File: src/rtl/core/tilt_gesture_classifier_assert.svh
// Assertion macros for the tilt gesture classifier RTL.
// Depends on nothing; included by the top-level module, which carries the assertions.
`ifndef TILT_GESTURE_CLASSIFIER_ASSERT_SVH
`define TILT_GESTURE_CLASSIFIER_ASSERT_SVH

// Same-cycle implication, disabled while the active-low reset is asserted.
`define TGC_ASSERT_IMP(lbl, clk, rstn, ante, cons) \
    lbl: assert property (@(posedge clk) disable iff (!(rstn)) (ante) |-> (cons)) \
        else $error("tilt gesture classifier assertion failed");

// Next-cycle implication, disabled while the active-low reset is asserted.
`define TGC_ASSERT_NXT(lbl, clk, rstn, ante, cons) \
    lbl: assert property (@(posedge clk) disable iff (!(rstn)) (ante) |=> (cons)) \
        else $error("tilt gesture classifier assertion failed");

`endif

File: src/rtl/core/tgc_pkg.sv
// Shared types, constants and register indexes of the tilt gesture classifier.
// Depends on nothing; every RTL module uses it by scoped names.
package tgc_pkg;

    localparam int WINDOW    = 32;
    localparam int WIN_SHIFT = $clog2(WINDOW);
    localparam int SAMPLE_W  = 16;
    localparam int SUM_W     = SAMPLE_W + WIN_SHIFT;

    localparam logic [2:0] CFG_HYSTERESIS   = 3'd0;
    localparam logic [2:0] CFG_Z_ON_LEVEL   = 3'd1;
    localparam logic [2:0] CFG_TILT_RANGE   = 3'd2;
    localparam logic [2:0] CFG_POSITIVE_REF = 3'd3;
    localparam logic [2:0] CFG_NEGATIVE_REF = 3'd4;

    localparam logic [14:0] RST_HYSTERESIS   = 15'd4000;
    localparam logic [14:0] RST_Z_ON_LEVEL   = 15'd6000;
    localparam logic [14:0] RST_TILT_RANGE   = 15'd4000;
    localparam logic [14:0] RST_POSITIVE_REF = 15'd16384;
    localparam logic [15:0] RST_NEGATIVE_REF = 16'hC000;

    typedef struct packed {
        logic signed [SAMPLE_W-1:0] x;
        logic signed [SAMPLE_W-1:0] y;
        logic signed [SAMPLE_W-1:0] z;
    } sample_t;

    typedef struct packed {
        logic signed [SUM_W-1:0] x;
        logic signed [SUM_W-1:0] y;
        logic signed [SUM_W-1:0] z;
    } sum_t;

    typedef struct packed {
        logic [14:0]        hysteresis;
        logic [14:0]        z_on_level;
        logic [14:0]        tilt_range;
        logic [14:0]        positive_ref;
        logic signed [15:0] negative_ref;
    } cfg_t;

    typedef struct packed {
        logic signed [SAMPLE_W-1:0] avg_x;
        logic signed [SAMPLE_W-1:0] avg_y;
        logic signed [SAMPLE_W-1:0] avg_z;
        logic                       event_valid;
        logic [1:0]                 event_code;
    } result_t;

endpackage

File: src/rtl/core/tgc_cell.sv
// One history cell of the sample window: holds one three-axis sample.
// Depends on tgc_pkg for the sample type.
module tgc_cell (
    input  logic             aclk,
    input  logic             prime,
    input  logic             shift,
    input  tgc_pkg::sample_t prime_data,
    input  tgc_pkg::sample_t shift_data,
    output tgc_pkg::sample_t data
);

    tgc_pkg::sample_t data_reg;

    always_ff @(posedge aclk) begin
        if (prime) begin
            data_reg <= prime_data;
        end else if (shift) begin
            data_reg <= shift_data;
        end
    end

    assign data = data_reg;

endmodule

File: src/rtl/core/tgc_window.sv
// Sample window: a chain of history cells and the per-axis running sums.
// Depends on tgc_pkg and tgc_cell.
module tgc_window (
    input  logic             aclk,
    input  logic             aresetn,
    input  logic             load,
    input  tgc_pkg::sample_t sample,
    output tgc_pkg::sum_t    sum
);

    localparam int EXT_W = tgc_pkg::SUM_W - tgc_pkg::SAMPLE_W;

    tgc_pkg::sample_t cell_q [tgc_pkg::WINDOW];
    tgc_pkg::sample_t oldest;
    tgc_pkg::sum_t    sum_reg;
    tgc_pkg::sum_t    sum_next;
    logic             primed_reg;
    logic             primed_next;
    logic             prime;
    logic             shift;

    assign prime  = load && !primed_reg;
    assign shift  = load && primed_reg;
    assign oldest = cell_q[tgc_pkg::WINDOW-1];

    // The newest sample enters the first cell; the last cell holds the one
    // from a full window back, which leaves the running sum on this transfer.
    for (genvar i = 0; i < tgc_pkg::WINDOW; i++) begin : g_cell
        if (i == 0) begin : g_head
            tgc_cell u_cell (
                .aclk       (aclk),
                .prime      (prime),
                .shift      (shift),
                .prime_data (sample),
                .shift_data (sample),
                .data       (cell_q[i])
            );
        end else begin : g_body
            tgc_cell u_cell (
                .aclk       (aclk),
                .prime      (prime),
                .shift      (shift),
                .prime_data (sample),
                .shift_data (cell_q[i-1]),
                .data       (cell_q[i])
            );
        end
    end

    always_comb begin
        sum_next    = sum_reg;
        primed_next = primed_reg;
        if (prime) begin
            sum_next.x  = {sample.x, {tgc_pkg::WIN_SHIFT{1'b0}}};
            sum_next.y  = {sample.y, {tgc_pkg::WIN_SHIFT{1'b0}}};
            sum_next.z  = {sample.z, {tgc_pkg::WIN_SHIFT{1'b0}}};
            primed_next = 1'b1;
        end else if (shift) begin
            sum_next.x = sum_reg.x - {{EXT_W{oldest.x[tgc_pkg::SAMPLE_W-1]}}, oldest.x}
                                   + {{EXT_W{sample.x[tgc_pkg::SAMPLE_W-1]}}, sample.x};
            sum_next.y = sum_reg.y - {{EXT_W{oldest.y[tgc_pkg::SAMPLE_W-1]}}, oldest.y}
                                   + {{EXT_W{sample.y[tgc_pkg::SAMPLE_W-1]}}, sample.y};
            sum_next.z = sum_reg.z - {{EXT_W{oldest.z[tgc_pkg::SAMPLE_W-1]}}, oldest.z}
                                   + {{EXT_W{sample.z[tgc_pkg::SAMPLE_W-1]}}, sample.z};
        end
    end

    always_ff @(posedge aclk) begin
        if (!aresetn) begin
            primed_reg <= 1'b0;
            sum_reg    <= '0;
        end else begin
            primed_reg <= primed_next;
            sum_reg    <= sum_next;
        end
    end

    assign sum = sum_reg;

endmodule

File: src/rtl/core/tgc_classifier.sv
// Tilt mode classifier with hysteresis and the registered result stage.
// Depends on tgc_pkg for the sum, configuration and result types.
module tgc_classifier (
    input  logic              aclk,
    input  logic              aresetn,
    input  logic              take,
    input  tgc_pkg::sum_t     sum,
    input  tgc_pkg::cfg_t     cfg,
    output tgc_pkg::result_t  result
);

    typedef enum logic [1:0] {
        MODE_RIGHT   = 2'd0,
        MODE_LEFT    = 2'd1,
        MODE_BATTERY = 2'd2,
        MODE_NONE    = 2'd3
    } mode_t;

    localparam int HI = tgc_pkg::SUM_W - 1;
    localparam int LO = tgc_pkg::WIN_SHIFT;

    mode_t            mode_reg;
    mode_t            mode_next;
    logic             hyst_reg;
    logic             hyst_next;
    tgc_pkg::result_t result_reg;
    tgc_pkg::result_t result_next;

    logic signed [15:0] avg_x;
    logic signed [15:0] avg_y;
    logic signed [15:0] avg_z;
    logic signed [17:0] ax;
    logic signed [17:0] ay;
    logic signed [17:0] az;
    logic signed [17:0] pos_lim;
    logic signed [17:0] neg_lim;
    logic signed [17:0] z_lim;
    logic               fired;

    // Dropping the low bits of the exact sum gives the floor average.
    assign avg_x = sum.x[HI:LO];
    assign avg_y = sum.y[HI:LO];
    assign avg_z = sum.z[HI:LO];
    assign ax    = {{2{avg_x[15]}}, avg_x};
    assign ay    = {{2{avg_y[15]}}, avg_y};
    assign az    = {{2{avg_z[15]}}, avg_z};

    always_comb begin
        pos_lim = $signed({3'b000, cfg.positive_ref}) - $signed({3'b000, cfg.tilt_range});
        neg_lim = $signed({{2{cfg.negative_ref[15]}}, cfg.negative_ref})
                + $signed({3'b000, cfg.tilt_range});
        z_lim   = $signed({3'b000, cfg.z_on_level})
                + (hyst_reg ? $signed({3'b000, cfg.hysteresis}) : 18'sd0);

        mode_next = mode_reg;
        hyst_next = hyst_reg;
        fired     = 1'b0;
        // The three tilt rules run in order, each seeing the mode the one
        // before it left.
        if (az > -z_lim) begin
            if (ax > pos_lim && ay <= pos_lim && ay >= neg_lim && mode_next != MODE_RIGHT) begin
                mode_next = MODE_RIGHT;
                hyst_next = 1'b1;
                fired     = 1'b1;
            end
            if (ay > pos_lim && ax <= pos_lim && ax >= neg_lim && mode_next != MODE_LEFT) begin
                mode_next = MODE_LEFT;
                hyst_next = 1'b1;
                fired     = 1'b1;
            end
            if (ay < neg_lim && ax <= pos_lim && ax >= neg_lim
                && mode_next != MODE_BATTERY) begin
                mode_next = MODE_BATTERY;
                hyst_next = 1'b1;
                fired     = 1'b1;
            end
        end else if (mode_next != MODE_NONE) begin
            mode_next = MODE_NONE;
            hyst_next = 1'b0;
            fired     = 1'b1;
        end

        result_next.avg_x       = avg_x;
        result_next.avg_y       = avg_y;
        result_next.avg_z       = avg_z;
        result_next.event_valid = fired;
        result_next.event_code  = fired ? mode_next : 2'd0;
    end

    always_ff @(posedge aclk) begin
        if (!aresetn) begin
            mode_reg <= MODE_BATTERY;
            hyst_reg <= 1'b0;
        end else if (take) begin
            mode_reg <= mode_next;
            hyst_reg <= hyst_next;
        end
        if (take) begin
            result_reg <= result_next;
        end
    end

    assign result = result_reg;

endmodule

File: src/rtl/core/tilt_gesture_classifier.sv
// Top level of the tilt gesture classifier: handshake, configuration
// registers, sample window and classifier. Depends on tgc_pkg, tgc_window,
// tgc_classifier and the assertion header.
//
// Usage:
// - Input channel s_*: one three-axis accelerometer sample per transfer.
// - Result channel m_*: one result per accepted sample, in order: the three
//   32-sample moving averages and, when the tilt mode changed, an event with
//   the new mode (0 right, 1 left, 2 battery, 3 none).
// - Configuration: cfg_we writes cfg_wdata into register cfg_addr; write only
//   while no sample is in flight.
// - Result path: the window sums load at the edge that accepts a sample, and
//   the classifier registers the result at the next edge on which the result
//   register is free; m_valid rises with it.
// - Throughput: one sample per cycle while m_ready is high, set by the registered
//   sum update in the window and the registered mode update in the classifier.
// - Reset: registers return to their defaults, the window is unprimed (the
//   first sample fills every cell) and the mode is battery.
// - Stall: while m_ready is low the result holds; one more sample can sit in
//   the window stage, after which s_ready drops until the result moves.
`include "tilt_gesture_classifier_assert.svh"

module tilt_gesture_classifier (
    input  logic               aclk,
    input  logic               aresetn,
    input  logic               cfg_we,
    input  logic [2:0]         cfg_addr,
    input  logic [15:0]        cfg_wdata,
    input  logic               s_valid,
    output logic               s_ready,
    input  logic signed [15:0] s_sample_x,
    input  logic signed [15:0] s_sample_y,
    input  logic signed [15:0] s_sample_z,
    output logic               m_valid,
    input  logic               m_ready,
    output logic signed [15:0] m_avg_x,
    output logic signed [15:0] m_avg_y,
    output logic signed [15:0] m_avg_z,
    output logic               m_event_valid,
    output logic [1:0]         m_event_code
);

    tgc_pkg::cfg_t    cfg_reg;
    tgc_pkg::cfg_t    cfg_next;
    logic             stage_valid_reg;
    logic             stage_valid_next;
    logic             m_valid_reg;
    logic             m_valid_next;
    logic             out_free;
    logic             accept;
    logic             advance;
    tgc_pkg::sample_t sample;
    tgc_pkg::sum_t    sum;
    tgc_pkg::result_t result;

    assign out_free = !m_valid_reg || m_ready;
    assign s_ready  = !stage_valid_reg || out_free;
    assign accept   = s_valid && s_ready;
    assign advance  = stage_valid_reg && out_free;

    always_comb begin
        stage_valid_next = stage_valid_reg;
        if (accept) begin
            stage_valid_next = 1'b1;
        end else if (advance) begin
            stage_valid_next = 1'b0;
        end
        m_valid_next = m_valid_reg;
        if (advance) begin
            m_valid_next = 1'b1;
        end else if (m_ready) begin
            m_valid_next = 1'b0;
        end
    end

    always_comb begin
        cfg_next = cfg_reg;
        if (cfg_we) begin
            case (cfg_addr)
                tgc_pkg::CFG_HYSTERESIS:   cfg_next.hysteresis   = cfg_wdata[14:0];
                tgc_pkg::CFG_Z_ON_LEVEL:   cfg_next.z_on_level   = cfg_wdata[14:0];
                tgc_pkg::CFG_TILT_RANGE:   cfg_next.tilt_range   = cfg_wdata[14:0];
                tgc_pkg::CFG_POSITIVE_REF: cfg_next.positive_ref = cfg_wdata[14:0];
                tgc_pkg::CFG_NEGATIVE_REF: cfg_next.negative_ref = cfg_wdata;
                default: ;
            endcase
        end
    end

    always_ff @(posedge aclk) begin
        if (!aresetn) begin
            stage_valid_reg      <= 1'b0;
            m_valid_reg          <= 1'b0;
            cfg_reg.hysteresis   <= tgc_pkg::RST_HYSTERESIS;
            cfg_reg.z_on_level   <= tgc_pkg::RST_Z_ON_LEVEL;
            cfg_reg.tilt_range   <= tgc_pkg::RST_TILT_RANGE;
            cfg_reg.positive_ref <= tgc_pkg::RST_POSITIVE_REF;
            cfg_reg.negative_ref <= tgc_pkg::RST_NEGATIVE_REF;
        end else begin
            stage_valid_reg <= stage_valid_next;
            m_valid_reg     <= m_valid_next;
            cfg_reg         <= cfg_next;
        end
    end

    assign sample.x = s_sample_x;
    assign sample.y = s_sample_y;
    assign sample.z = s_sample_z;

    tgc_window u_window (
        .aclk    (aclk),
        .aresetn (aresetn),
        .load    (accept),
        .sample  (sample),
        .sum     (sum)
    );

    tgc_classifier u_classifier (
        .aclk    (aclk),
        .aresetn (aresetn),
        .take    (advance),
        .sum     (sum),
        .cfg     (cfg_reg),
        .result  (result)
    );

    assign m_valid       = m_valid_reg;
    assign m_avg_x       = result.avg_x;
    assign m_avg_y       = result.avg_y;
    assign m_avg_z       = result.avg_z;
    assign m_event_valid = result.event_valid;
    assign m_event_code  = result.event_code;

    // An empty window stage always takes a sample.
    `TGC_ASSERT_IMP(a_ready_when_empty, aclk, aresetn, !stage_valid_reg, s_ready)
    // Back-pressure reaches the input once both stages are occupied and m_ready is low.
    `TGC_ASSERT_IMP(a_full_stalls_input, aclk, aresetn,
        stage_valid_reg && m_valid_reg && !m_ready, !s_ready)
    // A sample in the window stage reaches the result register when it is free.
    `TGC_ASSERT_NXT(a_advance_fills_output, aclk, aresetn, advance, m_valid)
    // An event code is only reported together with an event.
    `TGC_ASSERT_IMP(a_code_needs_event, aclk, aresetn,
        m_valid && !m_event_valid, m_event_code == 2'd0)

endmodule

File: config.mk
export PLATFORM = sky130hd
export DESIGN_NAME = tilt_gesture_classifier
export DESIGN_NICKNAME = d
export VERILOG_FILES = /design/src/rtl/core/tgc_pkg.sv /design/src/rtl/core/tgc_cell.sv /design/src/rtl/core/tgc_window.sv /design/src/rtl/core/tgc_classifier.sv /design/src/rtl/core/tilt_gesture_classifier.sv
export VERILOG_INCLUDE_DIRS = /design/src /design/src/rtl/core
export SDC_FILE = /design/constraint.sdc
export NUM_CORES = 2
export LEC_CHECK = 0
export ABC_AREA = 1
export BUFFER_PORTS_ARGS = -buffer_cell sky130_fd_sc_hd__buf_2
export CORE_ASPECT_RATIO = 0.75
export CORE_UTILIZATION = 39
export DETAILED_ROUTE_END_ITERATION = 6
export GPL_TIMING_DRIVEN = 0
export PLACE_DENSITY_LB_ADDON = 0.12
export SYNTH_ARGS = -nofsm -noshare
export SYNTH_HDL_FRONTEND = slang
export SYNTH_SLANG_ARGS = --single-unit
File: constraint.sdc
create_clock -name aclk -period 40.4 [get_ports aclk]
set_input_delay 4.04 -clock aclk [delete_from_list [all_inputs] [get_ports aclk]]
set_output_delay 4.04 -clock aclk [all_outputs]
set_load 0.01 [all_outputs]
# ---- Word level (Yosys, flattened, before mapping)
# Cells that the tools add are included.
dict set report totals {
  word_cells 263
  regBits 1732
  out_inout_bits 53
}
dict set report classes {
  n_reduce_logical 31
  muxes 88
  bitwise 1
  n_addsub 10
  magnitude_cmp 8
  n_eq_ne 8
}
# operator n
set op_table {}
lappend op_table {{48-bit 2-to-1 mux} 64}
lappend op_table {{63-bit 2-to-1 mux} 2}
lappend op_table {{21-bit adder} 3}
lappend op_table {{21-bit subtractor} 3}
lappend op_table {{16-bit by 17-bit >= comparator with 1-bit output} 2}
lappend op_table {{16-bit > comparator} 2}
lappend op_table {{16-bit less-or-equal comparator} 2}
lappend op_table {{16-bit by 18-bit adder with 18-bit output} 1}
lappend op_table {{16-bit by 18-bit > comparator with 1-bit output} 1}
lappend op_table {{18-bit negator} 1}
lappend op_table {{16-bit by 16-bit adder with 17-bit output} 1}
lappend op_table {{16-bit by 17-bit less-than comparator with 1-bit output} 1}
lappend op_table {{15-bit by 15-bit subtractor with 16-bit output} 1}
lappend op_table {{15-bit 2-to-1 mux} 1}
lappend op_table {{1-bit 2-to-1 mux} 14}
lappend op_table {{2-bit 2-to-1 mux} 7}
lappend op_table {{1-bit logical AND} 13}
lappend op_table {{2-bit AND reduction} 5}
lappend op_table {{2-bit nonzero test} 5}
lappend op_table {{3-bit by 2-bit == test with 1-bit output (second input constant)} 2}
lappend op_table {{2-bit inequality test (second input constant)} 2}
lappend op_table {{4-bit inequality test (second input constant)} 1}
lappend op_table {{3-bit by 1-bit == test with 1-bit output (second input constant)} 1}
lappend op_table {{3-bit == test (second input constant)} 1}
lappend op_table {{other kinds (7)} 10}

# ---- Logic depth before layout (Yosys ltp)
dict set report logic_depth {
  depth_word 15
  mapped_depth 35
  depth_no_buf 35
}

# ---- By module
# Synthesis repeated with hierarchy kept, for this count alone.
dict set report unflattened {
  cells_unflattened 9188
  area_unflattened_um2 84205.8
}
# module seq_area_each_um2 area_per_inst_um2 cells_per_inst n_inst
set by_module_without_submodules {}
lappend by_module_without_submodules {tgc_cell 1441.4 2074.5 205 32}
lappend by_module_without_submodules {tgc_window 1281.2 8558.2 1413 1}
lappend by_module_without_submodules {tgc_classifier 1591.5 6188.4 783 1}
lappend by_module_without_submodules {tilt_gesture_classifier 1561.5 3075.4 432 1}

# ---- Worst setup path before layout
# No wires, ideal clock.
dict set report synth_path {
  path_kind {input -> register}
  from {input port m_ready}
  to {register u_window.sum_reg, in the netlist u_window.sum[1]}
  required_ps 40232
  slack_ps 4563
  stages 6
  t_arrival_ps 35669
  cell_sequence {inv_1 -> nand3_1 -> nand2_1 -> inv_1 -> o21ai_0 -> a21oi_1}
}
dict set report synth_between {
  elab_chain_len 5
}
# element line_no
set synth_lines {}
lappend synth_lines {{start, declared} tilt_gesture_classifier.sv:35} ;# input logic m_ready,
lappend synth_lines {{1-bit logical OR *} tilt_gesture_classifier.sv:56} ;# assign out_free = !m_valid_reg || m_ready;
lappend synth_lines {{1-bit logical OR *} tilt_gesture_classifier.sv:57} ;# assign s_ready = !stage_valid_reg || out_free;
lappend synth_lines {{net s_ready} tilt_gesture_classifier.sv:30} ;# output logic s_ready,
lappend synth_lines {{1-bit logical AND *} tilt_gesture_classifier.sv:58} ;# assign accept = s_valid && s_ready;
lappend synth_lines {{1-bit logical AND} tgc_window.sv:22} ;# assign prime = load && !primed_reg;
lappend synth_lines {{2-bit OR reduction (no source line)} n/a}
lappend synth_lines {{end signal, assigned} tgc_window.sv:74} ;# sum_reg <= sum_next;
lappend synth_lines {{end, declared} tgc_window.sv:15} ;# tgc_pkg::sum_t sum_reg;
# Mark *: on every way through the listed nets, which the timed path passes. The rest lies on a longest branch.
# A chain may end at the register's enable or synchronous reset.

# ---- Final worst setup path
dict set report layout_path {
  from {input port m_ready}
  to {output port s_ready}
}
dict set report layout_between {
  elab_chain_len 2
}
# element line_no
set layout_lines {}
lappend layout_lines {{1-bit logical OR} tilt_gesture_classifier.sv:56}
lappend layout_lines {{1-bit logical OR} tilt_gesture_classifier.sv:57}
lappend layout_lines {{end, declared} tilt_gesture_classifier.sv:30}
# Every way passes these cells.

==> report_table.html <==
<table>
<tr><th>Metric</th><th>Value</th></tr>
<tr><th colspan="2">Yosys</th></tr>
<tr><td>Ranking of synthesized cells by instance count</td><td>nand2_1, edfxtp_1, inv_1</td></tr>
<tr><td>Top cell type by total area after synthesis</td><td>edfxtp_1</td></tr>
<tr><td>Syn_nets</td><td>approximately 7300</td></tr>
<tr><td>Primary FF master, synth</td><td>edfxtp_1</td></tr>
<tr><td>Synth Instances</td><td>between 6000 and 7000</td></tr>
<tr><td>Synthesized area per cell</td><td>between 10 and 15 um^2</td></tr>
<tr><td>Sequential area share after synthesis</td><td>0.682</td></tr>
<tr><td>Leading cell type by number of instances after synthesis</td><td>nand2_1</td></tr>
<tr><td>Fraction of registers with async set or reset after synthesis</td><td>0</td></tr>
<tr><td>Synth top area cells</td><td>edfxtp_1, nand2_1, dfxtp_1, ha_1, inv_1</td></tr>
<tr><td>YS warnings</td><td>0</td></tr>
<tr><td>Number of different library cells in the post-synthesis netlist</td><td>42</td></tr>
<tr><td>Area share of the largest cell type after synthesis</td><td>0.642</td></tr>
<tr><td>Count of flip-flops with a built-in enable after synthesis</td><td>1587</td></tr>
<tr><td>Yosys reg bits</td><td>1732</td></tr>
<tr><td>Post-synthesis cell area</td><td>74200 um^2</td></tr>
<tr><th colspan="2">Worst setup path</th></tr>
<tr><td>Crit path largest cell delay</td><td>about 0.17 ns</td></tr>
<tr><td>Path length in cells of the critical path</td><td>4</td></tr>
<tr><td>Arrival time of the worst setup path</td><td>4.48 ns</td></tr>
<tr><td>Required time reported for the critical path endpoint</td><td>36.36 ns</td></tr>
<tr><td>Path depth of the worst reg2reg path</td><td>28</td></tr>
<tr><td>Cell with the most instances on the worst path</td><td>buf_2</td></tr>
<tr><td>Element type at the critical path start</td><td>input port</td></tr>
<tr><td>Cell family with most CP delay</td><td>buffers and inverters</td></tr>
<tr><td>Crit Path Max Fanout</td><td>3</td></tr>
<tr><td>CP cell instances</td><td>buf_2 -&gt; inv_1 -&gt; nand3_1 -&gt; buf_2</td></tr>
<tr><td>Critical path's slowest cell</td><td>buf_2</td></tr>
<tr><td>Kind of end point of the critical path</td><td>output port</td></tr>
<tr><td>Buffering stage count on the worst path with inverters included</td><td>3</td></tr>
<tr><td>Critical setup path kind</td><td>input port to output port</td></tr>
<tr><th colspan="2">Die</th></tr>
<tr><td>Placeable core region</td><td>between 150000 and 200000 um^2</td></tr>
<tr><td>Die span in x</td><td>~500 um</td></tr>
<tr><td>Starting density of the core</td><td>0.393</td></tr>
<tr><td>Vert. Die Dim</td><td>between 300 and 400 um</td></tr>
<tr><td>I/O pins</td><td>roughly 130</td></tr>
<tr><td>Site row count</td><td>between 100 and 150</td></tr>
<tr><td>Die ar.</td><td>between 150000 and 200000 um^2</td></tr>
<tr><th colspan="2">Clock tree</th></tr>
<tr><td>Count of hold buffers inserted by post-cts repair</td><td>0</td></tr>
<tr><td>Number of CTS-inserted buffers</td><td>roughly 170</td></tr>
<tr><td>CTS tree</td><td>yes</td></tr>
<tr><td>CTS sink cnt</td><td>1732</td></tr>
<tr><td>Clock Tree Buf Depth</td><td>3</td></tr>
<tr><td>Clock transition at the registers of the reported paths</td><td>around 0.06 ns</td></tr>
<tr><td>Latest clock arrival within the worst-skew pair</td><td>approximately 0.81 ns</td></tr>
<tr><td>Root buffer cell</td><td>clkbuf_16</td></tr>
<tr><td>CTS H-tree depth</td><td>4</td></tr>
<tr><td>Post-cts resize count</td><td>0</td></tr>
<tr><td>Post-CTS setup buffer count</td><td>0</td></tr>
<tr><th colspan="2">Power and ir drop</th></tr>
<tr><td>Cell internal power dissipation</td><td>~3.2 mW</td></tr>
<tr><td>Switching pwr</td><td>between 1 and 1.5 mW</td></tr>
<tr><td>Combinational share of power</td><td>0.126</td></tr>
<tr><td>Worst voltage drop across the vdd grid</td><td>~0.042 mV</td></tr>
<tr><td>Clock network fraction of total power</td><td>0.369</td></tr>
<tr><td>Sequential group share of total power</td><td>0.504</td></tr>
<tr><td>Total power draw</td><td>4.39 mW</td></tr>
<tr><td>Switching share of power</td><td>0.263</td></tr>
<tr><td>PwrDens</td><td>around 52 nW/um^2</td></tr>
<tr><td>Leak Pwr</td><td>approximately 38 nW</td></tr>
<tr><th colspan="2">Timing</th></tr>
<tr><td>Clock Skew</td><td>between 0.02 and 0.025 ns</td></tr>
<tr><td>Final period utilization</td><td>0.211</td></tr>
<tr><td>Final setup violation count</td><td>0</td></tr>
<tr><td>Sum of negative setup slack</td><td>0 ns</td></tr>
<tr><td>Least-Margin Pin Slew</td><td>roughly 1.3 ns</td></tr>
<tr><td>Final hold viol count</td><td>0</td></tr>
<tr><td>Headroom to the max-slew limit</td><td>0.115</td></tr>
<tr><td>Highest attainable clock frequency</td><td>roughly 120 MHz</td></tr>
<tr><td>Final max-slew violation count</td><td>0</td></tr>
<tr><td>Setup repair after global routing missed its margin</td><td>false</td></tr>
<tr><td>Minimum period implied by the final worst setup slack</td><td>8.52 ns</td></tr>
<tr><td>Worst hold slack after final layout</td><td>between 0.4 and 0.5 ns</td></tr>
<tr><td>Setup slack of the critical path after layout</td><td>roughly 32 ns</td></tr>
<tr><th colspan="2">Finish</th></tr>
<tr><td>Fraction of layout instances using a drive strength above 1</td><td>0.0588</td></tr>
<tr><td>Utilization of the core after routing</td><td>0.445</td></tr>
<tr><td>Count of filler cells inserted in the layout</td><td>about 18000</td></tr>
<tr><td>Layout net count</td><td>7575</td></tr>
<tr><td>Number of flip-flops in the largest register</td><td>about 1500</td></tr>
<tr><td>Area delta synth-&gt;final</td><td>13.2%</td></tr>
<tr><td>Area of combinational cells with multiple inputs</td><td>slightly above 20000 um^2</td></tr>
<tr><td>Final non-filler cell area</td><td>between 80000 and 90000 um^2</td></tr>
<tr><td>FF+latch area</td><td>50600 um^2</td></tr>
<tr><td>Layout Cells excl Fill</td><td>approximately 10000</td></tr>
<tr><th colspan="2">Placement</th></tr>
<tr><td>Dpl hpwl</td><td>143 mm</td></tr>
<tr><td>Placer's final routability congestion estimate</td><td>0.874</td></tr>
<tr><td>Number of cells in the design after placement</td><td>9584</td></tr>
<tr><td>Worst-case setup slack after placement</td><td>between 30 and 40 ns</td></tr>
<tr><td>Input/output buffers</td><td>roughly 120</td></tr>
<tr><td>Cell area after placement</td><td>~78000 um^2</td></tr>
<tr><th colspan="2">Detailed routing</th></tr>
<tr><td>WL final</td><td>around 200 mm</td></tr>
<tr><td>Remaining number of nets flagged by the antenna check after routing</td><td>0</td></tr>
<tr><td>Detailed-route DRC error count</td><td>20</td></tr>
<tr><td>Detailed Routing Iterations Pass 1</td><td>7</td></tr>
<tr><td>Via count normalized by instance count</td><td>4.92</td></tr>
<tr><td>Via count of the routed design</td><td>just under 50000</td></tr>
<tr><td>Routed wire per std cell</td><td>just over 20 um</td></tr>
<tr><td>Initial drt markers</td><td>5189</td></tr>
<tr><th colspan="2">Global routing</th></tr>
<tr><td>Global-route congestion overflow total</td><td>0</td></tr>
<tr><td>Number of antenna violations at the first check in global routing</td><td>28</td></tr>
<tr><td>Wire length of the first global-routing pass</td><td>~300 mm</td></tr>
<tr><td>GRT Total Usage</td><td>0.210</td></tr>
<tr><td>Pin count of the biggest net entering global routing</td><td>between 100 and 150</td></tr>
<tr><td>Vias in the first global route</td><td>44700</td></tr>
<tr><th colspan="2">Min path</th></tr>
<tr><td>Type of the tightest min-delay check</td><td>flop to flop</td></tr>
<tr><td>Number of instances on the worst hold path</td><td>2</td></tr>
<tr><th colspan="2">Run status</th></tr>
<tr><td>Result of the run</td><td>complete, but fails checks</td></tr>
<tr><td>Violated checks</td><td>design-rule violations</td></tr>
<tr><th colspan="2">Flow run</th></tr>
<tr><td>Number of violations of the max-capacitance limit</td><td>0</td></tr>
</table>
==> cell families after synthesis <==
| group | count (synthesis) | share of synthesized area |
|---|---|---|
| flops | 1732 | 0.682 |
| fa+ha+maj | 264 | 0.0509 |
| compound gates | 412 | 0.0310 |
| xor+xnor | 51 | 0.00602 |
| buf+inv | 786 | 0.0398 |
| simple gates | 3680 | 0.191 |
==> power by group through the flow <==
stage,clock network [mW],registers [mW],logic (mW)
3_3_place_gp,0,2.41,0.540
5_1_grt,1.73,2.23,0.635
2_1_floorplan,0,2.34,0.373
6_report,1.62,2.21,0.555
3_5_place_dp,0,2.25,0.556
4_1_cts,1.66,2.21,0.559
==> path summary, 6_finish.rpt <==
kind,start,to,slack [ns]
max,m_ready,s_ready,31.88
min,u_window.sum[42],u_window.sum[42],0.46
max reg2reg,u_classifier.hyst_reg,u_classifier.result[0],35.14
min reg2reg,u_window.sum[42],u_window.sum[42],0.46
==> per-layer routing <==
layer	up-vias	part of all wire	routed length, um	global-route usage
met1	23900	0.51	103000	0.338
met3	189	0.065	13200	0.0342
li1	23400	-	-	-
met5	-	0	0	0
met2	1339	0.41	82900	0.293
met4	0	0.015	3050	0.0406
==> worst reg2reg max path: cells and delay by family (launching register included) <==
kind / cells / cell delay [ns]
compound gates: 12 / 1.75
simple gates: 9 / 1.08
buf+inv: 4 / 1.02
fa+ha+maj: 3 / 0.84
flops: 1 / 0.31
==> placed cells by master, fill, tap and decap left out, drive strengths merged, types with 16 or more instances in the layout <==
cell type  Yosys  routed
a21oi        177     177
a31oi         60      60
buf            3     142
bufinv         0      17
clkbuf       350     562
clkinv         2      77
dfxtp        145     145
edfxtp      1587    1587
fa            63      63
ha           201     201
inv          431     441
nand2       3377    3377
nand3         95      95
nand4         24      24
nor2         144     144
o211ai        16      16
o21ai        120     120
or2           24      24
xnor2         16      16
xor2          35      35
==> area by class of cell <==
type,instances,area share
sequential,1732,0.602
clock buffer,212,0.0540
buffer,353,0.0159
multi-input combinational,4407,0.246
antenna,11,0.000328
timing repair buffer,139,0.0122
tap,2520,0.0376
inverter,433,0.0194
clock inverter,108,0.0123
Note: power is estimated with default switching activity, not from simulation.
